**src/sv/pidsc_pkg.sv**
```systemverilog
package pidsc_pkg;

    // Field and state widths.
    localparam int SETPOINT_W = 14;
    localparam int SPEED_W    = 16;
    localparam int GAIN_W     = 24;
    localparam int WEIGHT_W   = 17;
    localparam int LIMIT_W    = 16;
    localparam int ERR_W      = 17;
    localparam int DERR_W     = 18;
    localparam int STATE_W    = 48;
    localparam int DIFF_W     = 44;
    localparam int HALF_W     = 22;
    localparam int SUM_W      = 50;
    localparam int WPROD_W    = 62;
    localparam int MUL_A_W    = 25;
    localparam int MUL_B_W    = 23;
    localparam int PROD_W     = MUL_A_W + MUL_B_W;
    localparam int WEIGHT_BITS = 16;
    localparam int CFG_IDX_W  = 3;

    typedef logic signed [STATE_W-1:0] t_acc48;
    typedef logic signed [SUM_W-1:0]   t_sum;
    typedef logic signed [PROD_W-1:0]  t_prod;

    // Configuration register indexes.
    localparam logic [CFG_IDX_W-1:0] REG_KP    = 3'd0;
    localparam logic [CFG_IDX_W-1:0] REG_KI    = 3'd1;
    localparam logic [CFG_IDX_W-1:0] REG_KD    = 3'd2;
    localparam logic [CFG_IDX_W-1:0] REG_KB    = 3'd3;
    localparam logic [CFG_IDX_W-1:0] REG_FW    = 3'd4;
    localparam logic [CFG_IDX_W-1:0] REG_UPPER = 3'd5;
    localparam logic [CFG_IDX_W-1:0] REG_LOWER = 3'd6;

    // Register values after reset.
    localparam logic [GAIN_W-1:0]          KP_RESET    = 24'd32768;
    localparam logic [GAIN_W-1:0]          KI_RESET    = 24'd295;
    localparam logic [GAIN_W-1:0]          KD_RESET    = 24'd0;
    localparam logic [GAIN_W-1:0]          KB_RESET    = 24'd328;
    localparam logic [WEIGHT_W-1:0]        FW_RESET    = 17'd58982;
    localparam logic signed [LIMIT_W-1:0]  UPPER_RESET = 16'sd100;
    localparam logic signed [LIMIT_W-1:0]  LOWER_RESET = 16'sd0;

    // Filter weight of exactly one.
    localparam logic [WEIGHT_W-1:0] WEIGHT_ONE = 17'h10000;

    // Saturation bounds, held at the width of the sum path.
    localparam t_sum SUM_MAX48 = $signed({3'b000, {47{1'b1}}});
    localparam t_sum SUM_MIN48 = $signed({3'b111, {47{1'b0}}});
    localparam t_sum SUM_MAX16 = $signed({{35{1'b0}}, {15{1'b1}}});
    localparam t_sum SUM_MIN16 = $signed({{35{1'b1}}, {15{1'b0}}});

endpackage

```
**src/sv/pid_speed_controller.sv**
```systemverilog
// PID speed controller with a low-pass filtered derivative and back-calculation
// anti-windup. Each input transaction carries a setpoint and a measured speed and
// produces one output transaction with the clamped drive value and two flags that
// tell whether the upper or the lower limit was hit. All six products (P, D, two
// halves of the derivative filter, I and back-calculation) run through a single
// 25x23 signed multiplier under a small sequencer, so a transaction passes through
// an accept state, the multiplier states with the accumulation overlapped, the
// summing states ST_SUM and ST_ISUM, a truncate and saturate stage and a clamp
// stage that loads the output register. The input is not ready while the
// sequencer runs. A finished result sits in an output register, and the next
// input is accepted while it waits; the final stage holds only if an earlier
// result is still not taken. Arithmetic is signed fixed point with FRACTION_BITS
// fraction bits; gain registers are unsigned with the same format and the filter
// weight is Q1.16, where values above one act as one.
module pid_speed_controller
    import pidsc_pkg::*;
#(
    parameter int FRACTION_BITS = 16
) (
    input  logic                 i_clk,
    input  logic                 i_rst_n,
    // Fields from bit 0: setpoint[13:0], measured_speed[29:14], zero padding.
    input  logic [31:0]          s_axis_tdata,
    input  logic                 s_axis_tvalid,
    output logic                 s_axis_tready,
    // Fields from bit 0: drive[15:0].
    output logic [15:0]          m_axis_tdata,
    // Fields from bit 0: hit_upper[0], hit_lower[1].
    output logic [1:0]           m_axis_tuser,
    output logic                 m_axis_tvalid,
    input  logic                 m_axis_tready,
    input  logic                 i_cfg_valid,
    output logic                 o_cfg_ready,
    input  logic [CFG_IDX_W-1:0] i_cfg_index,
    input  logic [GAIN_W-1:0]    i_cfg_data
);

    localparam logic [3:0] ST_IDLE = 4'd0;
    localparam logic [3:0] ST_DMUL = 4'd1;
    localparam logic [3:0] ST_PMUL = 4'd2;
    localparam logic [3:0] ST_WLO  = 4'd3;
    localparam logic [3:0] ST_WHI  = 4'd4;
    localparam logic [3:0] ST_IMUL = 4'd5;
    localparam logic [3:0] ST_BMUL = 4'd6;
    localparam logic [3:0] ST_SUM  = 4'd7;
    localparam logic [3:0] ST_ISUM = 4'd8;
    localparam logic [3:0] ST_TRNC = 4'd9;
    localparam logic [3:0] ST_OUT  = 4'd10;

    localparam t_sum TRUNC_BIAS = $signed((SUM_W'(1) << FRACTION_BITS) - SUM_W'(1));

    // Configuration registers.
    logic [GAIN_W-1:0]         r_kp;
    logic [GAIN_W-1:0]         r_ki;
    logic [GAIN_W-1:0]         r_kd;
    logic [GAIN_W-1:0]         r_kb;
    logic [WEIGHT_W-1:0]       r_fw;
    logic signed [LIMIT_W-1:0] r_upper;
    logic signed [LIMIT_W-1:0] r_lower;

    // Controller state carried between transactions.
    logic signed [ERR_W-1:0]   r_prev_err;
    t_acc48                    r_fd;
    t_acc48                    r_integ;
    logic signed [ERR_W-1:0]   r_exc;

    // Working registers of the sequencer.
    logic [3:0]                r_state;
    logic [3:0]                n_state;
    logic signed [ERR_W-1:0]   r_err;
    logic signed [DERR_W-1:0]  r_derr;
    t_prod                     r_prod;
    logic signed [DIFF_W-1:0]  r_diff;
    logic signed [WPROD_W-1:0] r_wprod;
    t_sum                      r_sum;
    t_sum                      r_itmp;
    logic signed [LIMIT_W-1:0] r_u;

    // Output register.
    logic                      r_out_valid;
    logic signed [LIMIT_W-1:0] r_drive;
    logic                      r_hit_upper;
    logic                      r_hit_lower;

    logic                        w_accept;
    logic                        w_out_go;
    logic signed [ERR_W-1:0]     w_err;
    logic signed [DERR_W-1:0]    w_derr;
    logic [WEIGHT_W-1:0]         w_weight;
    logic signed [MUL_A_W-1:0]   w_mul_a;
    logic signed [MUL_B_W-1:0]   w_mul_b;
    t_prod                       w_mul_p;
    t_acc48                      w_dsub;
    logic signed [WPROD_W-1:0]   w_wshift;
    t_acc48                      w_wterm;
    t_sum                        w_prod_ext;
    t_sum                        w_inext;
    t_sum                        w_biased;
    t_sum                        w_quot;

    assign w_accept      = s_axis_tvalid && s_axis_tready;
    assign s_axis_tready = (r_state == ST_IDLE);
    assign o_cfg_ready   = 1'b1;
    assign w_out_go      = (r_state == ST_OUT) && (!r_out_valid || m_axis_tready);

    // Error and error change from the incoming transaction.
    assign w_err  = $signed({3'b000, s_axis_tdata[SETPOINT_W-1:0]})
                  - $signed({s_axis_tdata[29], s_axis_tdata[29:14]});
    assign w_derr = {w_err[ERR_W-1], w_err} - {r_prev_err[ERR_W-1], r_prev_err};

    assign w_weight = (r_fw > WEIGHT_ONE) ? WEIGHT_ONE : r_fw;

    // Operand selection for the shared multiplier.
    always_comb begin
        case (r_state)
            ST_DMUL: begin
                w_mul_a = $signed({1'b0, r_kd});
                w_mul_b = $signed({{(MUL_B_W-DERR_W){r_derr[DERR_W-1]}}, r_derr});
            end
            ST_PMUL: begin
                w_mul_a = $signed({1'b0, r_kp});
                w_mul_b = $signed({{(MUL_B_W-ERR_W){r_err[ERR_W-1]}}, r_err});
            end
            ST_WLO: begin
                w_mul_a = $signed({{(MUL_A_W-WEIGHT_W){1'b0}}, w_weight});
                w_mul_b = $signed({1'b0, r_diff[HALF_W-1:0]});
            end
            ST_WHI: begin
                w_mul_a = $signed({{(MUL_A_W-WEIGHT_W){1'b0}}, w_weight});
                w_mul_b = $signed({r_diff[DIFF_W-1], r_diff[DIFF_W-1:HALF_W]});
            end
            ST_IMUL: begin
                w_mul_a = $signed({1'b0, r_ki});
                w_mul_b = $signed({{(MUL_B_W-ERR_W){r_err[ERR_W-1]}}, r_err});
            end
            ST_BMUL: begin
                w_mul_a = $signed({1'b0, r_kb});
                w_mul_b = $signed({{(MUL_B_W-ERR_W){r_exc[ERR_W-1]}}, r_exc});
            end
            default: begin
                w_mul_a = '0;
                w_mul_b = '0;
            end
        endcase
    end

    assign w_mul_p = w_mul_a * w_mul_b;

    // Datapath helpers for the accumulation steps.
    assign w_dsub     = r_prod - r_fd;
    assign w_wshift   = r_wprod >>> WEIGHT_BITS;
    assign w_wterm    = w_wshift[STATE_W-1:0];
    assign w_prod_ext = {{(SUM_W-PROD_W){r_prod[PROD_W-1]}}, r_prod};
    assign w_inext    = r_itmp + w_prod_ext;
    assign w_biased   = r_sum + (r_sum[SUM_W-1] ? TRUNC_BIAS : '0);
    assign w_quot     = w_biased >>> FRACTION_BITS;

    // Sequencer.
    always_comb begin
        case (r_state)
            ST_IDLE: n_state = w_accept ? ST_DMUL : ST_IDLE;
            ST_DMUL: n_state = ST_PMUL;
            ST_PMUL: n_state = ST_WLO;
            ST_WLO:  n_state = ST_WHI;
            ST_WHI:  n_state = ST_IMUL;
            ST_IMUL: n_state = ST_BMUL;
            ST_BMUL: n_state = ST_SUM;
            ST_SUM:  n_state = ST_ISUM;
            ST_ISUM: n_state = ST_TRNC;
            ST_TRNC: n_state = ST_OUT;
            ST_OUT:  n_state = w_out_go ? ST_IDLE : ST_OUT;
            default: n_state = ST_IDLE;
        endcase
    end

    always_ff @(posedge i_clk) begin
        if (!i_rst_n) begin
            r_state <= ST_IDLE;
        end else begin
            r_state <= n_state;
        end
    end

    // Configuration writes.
    always_ff @(posedge i_clk) begin
        if (!i_rst_n) begin
            r_kp    <= KP_RESET;
            r_ki    <= KI_RESET;
            r_kd    <= KD_RESET;
            r_kb    <= KB_RESET;
            r_fw    <= FW_RESET;
            r_upper <= UPPER_RESET;
            r_lower <= LOWER_RESET;
        end else if (i_cfg_valid) begin
            case (i_cfg_index)
                REG_KP:    r_kp    <= i_cfg_data;
                REG_KI:    r_ki    <= i_cfg_data;
                REG_KD:    r_kd    <= i_cfg_data;
                REG_KB:    r_kb    <= i_cfg_data;
                REG_FW:    r_fw    <= i_cfg_data[WEIGHT_W-1:0];
                REG_UPPER: r_upper <= $signed(i_cfg_data[LIMIT_W-1:0]);
                REG_LOWER: r_lower <= $signed(i_cfg_data[LIMIT_W-1:0]);
                default: ;
            endcase
        end
    end

    // Controller state, updated as the sequence goes along.
    always_ff @(posedge i_clk) begin
        if (!i_rst_n) begin
            r_prev_err <= '0;
            r_fd       <= '0;
            r_integ    <= '0;
            r_exc      <= '0;
        end else begin
            if (w_accept) begin
                r_prev_err <= w_err;
            end
            if (r_state == ST_BMUL) begin
                r_fd <= r_fd + w_wterm;
            end
            if (r_state == ST_SUM) begin
                if (w_inext > SUM_MAX48) begin
                    r_integ <= SUM_MAX48[STATE_W-1:0];
                end else if (w_inext < SUM_MIN48) begin
                    r_integ <= SUM_MIN48[STATE_W-1:0];
                end else begin
                    r_integ <= w_inext[STATE_W-1:0];
                end
            end
            if (w_out_go) begin
                if (r_u > r_upper) begin
                    r_exc <= {r_upper[LIMIT_W-1], r_upper} - {r_u[LIMIT_W-1], r_u};
                end else if (r_u < r_lower) begin
                    r_exc <= {r_lower[LIMIT_W-1], r_lower} - {r_u[LIMIT_W-1], r_u};
                end else begin
                    r_exc <= '0;
                end
            end
        end
    end

    // Working registers: product capture and the accumulation steps.
    always_ff @(posedge i_clk) begin
        r_prod <= w_mul_p;
        case (r_state)
            ST_IDLE: begin
                r_err  <= w_err;
                r_derr <= w_derr;
            end
            ST_PMUL: r_diff <= w_dsub[DIFF_W-1:0];
            ST_WLO:  r_sum  <= w_prod_ext;
            ST_WHI:  r_wprod <= {{(WPROD_W-PROD_W){r_prod[PROD_W-1]}}, r_prod};
            ST_IMUL: r_wprod <= r_wprod
                              + ({{(WPROD_W-PROD_W){r_prod[PROD_W-1]}}, r_prod} <<< HALF_W);
            ST_BMUL: r_itmp <= {{(SUM_W-STATE_W){r_integ[STATE_W-1]}}, r_integ} + w_prod_ext;
            ST_SUM:  r_sum  <= r_sum + {{(SUM_W-STATE_W){r_fd[STATE_W-1]}}, r_fd};
            // The integral is registered at the end of ST_SUM, so it joins the sum here in ST_ISUM.
            ST_ISUM: r_sum  <= r_sum + {{(SUM_W-STATE_W){r_integ[STATE_W-1]}}, r_integ};
            ST_TRNC: begin
                if (w_quot > SUM_MAX16) begin
                    r_u <= SUM_MAX16[LIMIT_W-1:0];
                end else if (w_quot < SUM_MIN16) begin
                    r_u <= SUM_MIN16[LIMIT_W-1:0];
                end else begin
                    r_u <= w_quot[LIMIT_W-1:0];
                end
            end
            default: ;
        endcase
    end

    // Output register and its valid flag.
    always_ff @(posedge i_clk) begin
        if (!i_rst_n) begin
            r_out_valid <= 1'b0;
        end else if (w_out_go) begin
            r_out_valid <= 1'b1;
        end else if (m_axis_tready) begin
            r_out_valid <= 1'b0;
        end
    end

    always_ff @(posedge i_clk) begin
        if (w_out_go) begin
            if (r_u > r_upper) begin
                r_drive     <= r_upper;
                r_hit_upper <= 1'b1;
                r_hit_lower <= 1'b0;
            end else if (r_u < r_lower) begin
                r_drive     <= r_lower;
                r_hit_upper <= 1'b0;
                r_hit_lower <= 1'b1;
            end else begin
                r_drive     <= r_u;
                r_hit_upper <= 1'b0;
                r_hit_lower <= 1'b0;
            end
        end
    end

    assign m_axis_tvalid = r_out_valid;
    assign m_axis_tdata  = r_drive;
    assign m_axis_tuser  = {r_hit_lower, r_hit_upper};

    // At most one limit flag is raised on a result.
    a_one_flag: assert property (@(posedge i_clk) disable iff (!i_rst_n)
        m_axis_tvalid |-> !(m_axis_tuser[0] && m_axis_tuser[1]))
        else $error("both limit flags set on one result");

    // A result flagged at the upper limit carries that limit.
    a_upper_drive: assert property (@(posedge i_clk) disable iff (!i_rst_n)
        (m_axis_tvalid && m_axis_tuser[0]) |-> (m_axis_tdata == r_upper))
        else $error("upper flag without upper limit on drive");

    // An accepted transaction keeps the input closed in the next cycle.
    a_busy_after_accept: assert property (@(posedge i_clk) disable iff (!i_rst_n)
        w_accept |=> !s_axis_tready)
        else $error("input ready while a transaction is in progress");

    // A new result is loaded only when the output register is free or being emptied.
    a_no_overwrite: assert property (@(posedge i_clk) disable iff (!i_rst_n)
        (m_axis_tvalid && !m_axis_tready) |=> $stable(m_axis_tdata))
        else $error("pending result overwritten");

endmodule

```
**config.mk**
```make
export PLATFORM = sky130hd
export DESIGN_NAME = pid_speed_controller
export DESIGN_NICKNAME = d
export VERILOG_FILES = /design/src/sv/pidsc_pkg.sv /design/src/sv/pid_speed_controller.sv
export SDC_FILE = /design/constraint.sdc
export NUM_CORES = 2
export LEC_CHECK = 0
export ABC_CLOCK_PERIOD_IN_PS = 10570
export BUFFER_PORTS_ARGS = -buffer_cell sky130_fd_sc_hd__buf_2
export CAP_MARGIN = 20
export CORE_MARGIN = 4
export CORE_UTILIZATION = 32
export CTS_BUF_LIST = sky130_fd_sc_hd__clkbuf_8
export DETAILED_ROUTE_END_ITERATION = 7
export HOLD_SLACK_MARGIN = 0.06
export PLACE_DENSITY = 0.5
export SLEW_MARGIN = 20
export SYNTH_ARGS = -nofsm -noshare
export SYNTH_HDL_FRONTEND = slang
export SYNTH_SLANG_ARGS = --single-unit
```
**constraint.sdc**
```tcl
create_clock -name i_clk -period 10.57 [get_ports i_clk]
set_input_delay 0.5285 -clock i_clk [delete_from_list [all_inputs] [get_ports i_clk]]
set_output_delay 0.5285 -clock i_clk [all_outputs]
set_load 0.005 [all_outputs]
```
## Word-level counts from Yosys, hierarchy flattened

Index checks and enable logic that the tools add are counted.

| word-level totals | value |
|---|---|
| input port bits | 64 |
| output and inout bits | 21 |
| bits in registers | 603 |
| word-level logic and storage cells | 98 |

| operators by class | value |
|---|---|
| multipliers | 1 |
| multiplexer cells | 20 |
| order comparisons | 7 |
| reduce and logical (&&, ||, !) cells | 18 |
| eq/ne operators | 16 |
| add/sub/neg operators | 12 |

Operator list:

| kind | number |
|---|---|
| 50-bit case mux with 3 select lines | 1 |
| 62-bit case mux with 2 select lines | 1 |
| 24-bit case mux with 5 select lines | 1 |
| 23-bit case mux with 5 select lines | 1 |
| 50-bit adder | 2 |
| 48-bit 2-to-1 mux | 2 |
| 16-bit 2-to-1 mux | 4 |
| 62-bit adder | 1 |
| 17-bit 2-to-1 mux | 3 |
| 50-bit by 16-bit adder with 50-bit output | 1 |
| 50-bit by 48-bit adder with 50-bit output | 1 |
| 50-bit by 48-bit greater-than comparator with 1-bit output (second input constant) | 1 |
| 50-bit by 48-bit < comparator with 1-bit output (second input constant) | 1 |
| 48-bit by 48-bit adder with 49-bit output | 1 |
| 48-bit by 46-bit adder with 48-bit output | 1 |
| 25-bit by 23-bit multiplier with 48-bit output | 1 |
| 4-bit case mux with 11 select lines | 1 |
| 44-bit subtractor | 1 |
| 34-bit by 16-bit greater-than comparator with 1-bit output (second input constant) | 1 |
| 34-bit by 16-bit < comparator with 1-bit output (second input constant) | 1 |
| 16-bit by 16-bit subtractor with 17-bit output | 2 |
| 17-bit by 17-bit subtractor with 18-bit output | 1 |
| 17-bit greater-than comparator (second input constant) | 1 |
| 15-bit by 16-bit subtractor with 17-bit output | 1 |
| 20 further kinds | 42 |

## Longest topological paths before layout

| logic depth | value |
|---|---|
| depth in word-level cells | 5 |
| mapped depth | 38 |
| gate-level depth less buffers | 33 |

## Least setup slack after synthesis

OpenSTA, ideal clock, no wires.

| timing path | value |
|---|---|
| kind | register -> register |
| start | register r_state[0] |
| end | register r_prod[47] |
| buffers on the path | 3 |
| data required time | 10,444 ps |
| period minus slack after synthesis | 9,718 ps |
| path slack | 852 ps |
| library setup time | 126 ps |
| stages on the path, launching flop included | 34 |
| arrival | 9,592 ps |
| cell sequence | dfxtp_1 -> clkbuf_1 -> nand2b_1 -> nor3_1 -> clkbuf_1 -> a22oi_1 -> nand2_1 -> a21o_1 -> clkbuf_1 -> nand2_1 -> fa_1 -> inv_1 -> fa_1 -> inv_1 -> fa_1 -> fa_1 -> inv_1 -> fa_1 -> fa_1 -> inv_1 -> fa_1 -> inv_1 -> ha_1 -> and3_1 -> nand3_1 -> nor4_1 -> o41ai_1 -> nand3_1 -> a21oi_2 -> o31ai_2 -> a221oi_2 -> or4b_1 -> a311oi_1 -> xnor2_1 |

| on the way | value |
|---|---|
| cells in the longest elaborated chain, start to end | 4 |
| elaborated cells between the ends (all ways) | 11 |
| classes of those cells | mul: 1; eq/ne: 6; mux: 2; reduce/logical: 2 |

RTL lines:

| element | line | source |
|---|---|---|
| from (decl) | pid_speed_controller.sv:68 | `logic [3:0] r_state;` |
| from (signal assigned) | pid_speed_controller.sv:180 | `r_state <= n_state;` |
| 4-bit by 2-bit == test with 1-bit output or 4-bit by 3-bit == test with 1-bit output (tied branches) | pid_speed_controller.sv:115 | `case (r_state)` |
| 2-bit OR reduction (no source line) | -- |  |
| 24-bit case mux with 5 select lines or 23-bit case mux with 5 select lines (tied branches) | pid_speed_controller.sv:115 |  |
| 25-bit by 23-bit multiplier with 48-bit output (*) | pid_speed_controller.sv:147 | `assign w_mul_p = w_mul_a * w_mul_b;` |
| named net w_mul_p[47] | pid_speed_controller.sv:92 | `t_prod w_mul_p;` |
| to (signal assigned) | pid_speed_controller.sv:245 | `r_prod <= w_mul_p;` |
| to (decl) | pid_speed_controller.sv:72 | `t_prod r_prod;` |

The timed path passes the listed nets; every way through them passes the cells marked *.
A chain may end at the register's enable or synchronous reset.

## Worst setup path after layout

| timing path | value |
|---|---|
| start | register r_state[2] |
| end | register r_prod[47] |

The elaborated chain is that of the path after synthesis.

==> run metrics <==
clock sink count=slightly below 600; most frequent cells in the layout=nand2_1, inv_1, a21oi_1, ha_1, fa_1; simple-gate share of the synthesized area=14.98%; CTS tree=yes; Wirelength per Cell=roughly 22 µm; adder-cell share of the synthesized area=28.25%; Initial Util=32.30%; Post-Synth XOR/XNOR Area=about 5.5%; area leader, netlist=fa_1; Sw Share=approximately two fifths; skew final=between 0.03 and 0.04 ns; Power, Total=between 8 and 9 mW; post-synth top area share=16.32%; post-synthesis sequential area ratio=between 20% and 30%; post-layout util=between 30% and 40%; CP max stage cell=a21o_1; CTS clk-pin slew, worst paths=approximately 0.070 ns; clock share of power=a little over a quarter; Most common cell on crit path=fa_1; Die Y=between 400 and 500 µm; number of fill cells=about 19,000; Synth Flop Type=dfxtp_1; placed inst area=around 61,000 µm²; global-route wire length before repair=around 310,000 µm; Avg Cell Area, Syn=about 8.5 µm²; row count=around 160; Layout area overhead=10.55%; Max Cap Violations=0; HP Class=input port to flip-flop; CP Class=flip-flop to flip-flop; endpoint class of the critical path=flip-flop; Core Footprint=between 150,000 and 200,000 µm²; largest family of logic cells by synthesized area=adder cells; initial antenna violation count=8; compound-gate portion of the synthesized area=a little under a fifth; total wire length=slightly above 200,000 µm; Initial DRC Count=about 4,000; Pwr per Cell Area=approximately 140 nW/µm²; DIE AREA=between 150,000 and 200,000 µm²; switching power=around 3.6 mW; outcome=finished clean; gr usage total=between 20% and 30%; First-pass DRT Iterations=5; Rel. slew slack=18.23%; VDD IR-drop max=approximately 0.0001 V; critical path buffer and inverter count=5; delay-heaviest family, CP=adder cells; Mapped Area=around 58,000 µm²; ys async rst share=0%; area of the multi-input gates=roughly 39,000 µm²; mux contribution to synthesized area=less than 1%; Fmax=between 100 and 150 MHz; Ys Warns=0; Post-Synthesis Cells=a little under 7,000; Distinct cells, synth=99; LEAKAGE=29.15 nW; vias in the first global route=about 49,000; final instance area=between 60,000 and 70,000 µm²; top cells by area, synth=fa_1, edfxtp_1, ha_1; via/cell ratio=5.281; Die Wd=~430 µm; # IOs=85; clk_lat worst skew=0.84 ns; critical path's largest stage delay=0.65 ns; DP HPWL=between 150,000 and 200,000 µm; Logic pwr share=~40%; H-tree levels=3; Longest Clk Path Bufs=3; most common cell after layout, fill and taps aside=nand2_1; vias post-DR=between 40,000 and 50,000; GRT Residual Overflow=0; largest net degree at the start of global routing=100; CP Data Arrival Time=between 10 and 15 ns; register area=around 14,000 µm²; CP Data Required Time=approximately 11 ns; Mapped Nets=around 8,000; drt drc=0; Post-Route Setup TNS=0 ns; Slew Viols, Final=0; Inserted Clock Buffers=around 110; I/O Buffers=81; EDFF count, synth=around 260; Least-Margin Pin Slew=1.214 ns; GP Congestion=0.9477; Synth Register Bits=approximately 590; Startpoint Class=flip-flop; CTS Hold Bufs=29; Hold Violations, Final=0; cells resized by post-CTS repair=0; Root Driver=clkbuf_8; Final min period=9.839 ns; unrepaired setup endpoints after global routing=no; Final Net Count=8,018; total setup buffers inserted after CTS=0; sequential power share=about 33%; setup violators final=0; critical path fanouts, max=22; Power Internal=between 5 and 6 mW; Routed Antenna Nets=0; fin crit share=between 90% and 100%; layout cells sized above 1=approximately 7.3%
==> worst paths after layout <==
check,slack (ns),end,cells past startpoint,start
setup / recovery,0.73,r_prod[47]$_DFF_P_,30,r_state[2]$_SDFF_PN0_
hold reg to reg,0.46,r_ki[4]$_SDFFE_PN0P_,2,r_ki[4]$_SDFFE_PN0P_
setup reg to reg,0.73,r_prod[47]$_DFF_P_,30,r_state[2]$_SDFF_PN0_
hold / removal,0.15,r_prev_err[0]$_SDFFE_PN0P_,3,s_axis_tdata[14]
==> worst register-to-register path: cells and delay by family, from the launching register on <==
family | cells | cell delay [ns]
adders and majority gates | 8 | 3.92
DFF | 1 | 0.58
and+or+nand+nor | 9 | 2.53
AOI/OAI and AO/OA | 7 | 1.83
xor gates and xnor gates | 1 | 0.11
buffers and inverters | 5 | 0.76
==> cells by family (layout without fill, tap and decap cells) <==
logic type,count (synthesis),after routing
and+or+nand+nor,2019,2019
xor gates and xnor gates,364,364
buffers and inverters,1121,1298
adders and majority gates,1024,1024
muxes,26,26
AOI/OAI and AO/OA,1706,1706
other,1,3
DFF,586,586
==> state kept, by name (all words and copies together) (netlist names), 17 cells and up <==
signal      cells
r_fd           48
r_prev_err     17
r_kd           24
r_err          17
r_exc          17
r_kb           24
r_itmp         49
r_derr         18
r_wprod        46
r_sum          50
r_prod         48
r_integ        48
r_fw           17
r_kp           24
r_diff         44
r_ki           24
==> cells in the mapped netlist, types with 49 or more instances <==
| library cell | n |
|---|---|
| a21o_1 | 218 |
| a21oi_1 | 570 |
| a22oi_1 | 85 |
| and2_1 | 49 |
| clkbuf_1 | 242 |
| dfxtp_1 | 328 |
| edfxtp_1 | 258 |
| fa_1 | 472 |
| ha_1 | 552 |
| inv_1 | 829 |
| nand2_1 | 1095 |
| nand2b_1 | 50 |
| nand3_1 | 136 |
| nand4_1 | 53 |
| nor2_1 | 421 |
| nor2b_1 | 51 |
| o21a_1 | 56 |
| o21ai_0 | 365 |
| o21bai_1 | 64 |
| xnor2_1 | 233 |
| xor2_1 | 129 |
==> routing by layer <==
metal / part of all wire (%) / wire length [µm] / track usage (%) / up-vias
met3: 6.5 / 13300 / 3.288 / 308
met5: 0 / 0 / 0 / -
met1: 45 / 92580 / 30.06 / 24360
met4: 3.4 / 6971 / 6.760 / 0
li1: - / - / - / 23320
met2: 45 / 91250 / 34.25 / 1558
==> per-stage QoR <==
step,std cells,hold WS (ns),setup WS [ns]
3_5_place_dp,9145,0.4460,0.6654
6_report,9381,0.1457,0.7311
4_1_cts,9377,0.06730,0.6103
2_1_floorplan,6847,0.4360,0.8523
5_1_grt,9380,0.1215,0.2888
3_3_place_gp,9143,0.4408,0.6496
==> cell type report <==
cell class / instances / area share, %
Clock inverter: 72 / 0.8133
Antenna cell: 2 / 0.007820
Timing Repair Buffer: 265 / 2.999
Inverter: 830 / 4.880
Sequential cell: 586 / 22.37
Clock buffer: 131 / 2.817
Tap cell: 2355 / 4.604
Multi-Input combinational cell: 5140 / 61.51
==> power groups by stage <==
stage	registers [mW]	logic [mW]	clock network (mW)
after CTS	2.88	3.50	2.46
after detailed placement	2.92	3.46	0
final	2.88	3.53	2.40
after global routing	2.88	3.87	2.56
after floorplan	2.79	2.35	0
after global placement	2.92	3.44	0
(Power assumes the default switching activity.)
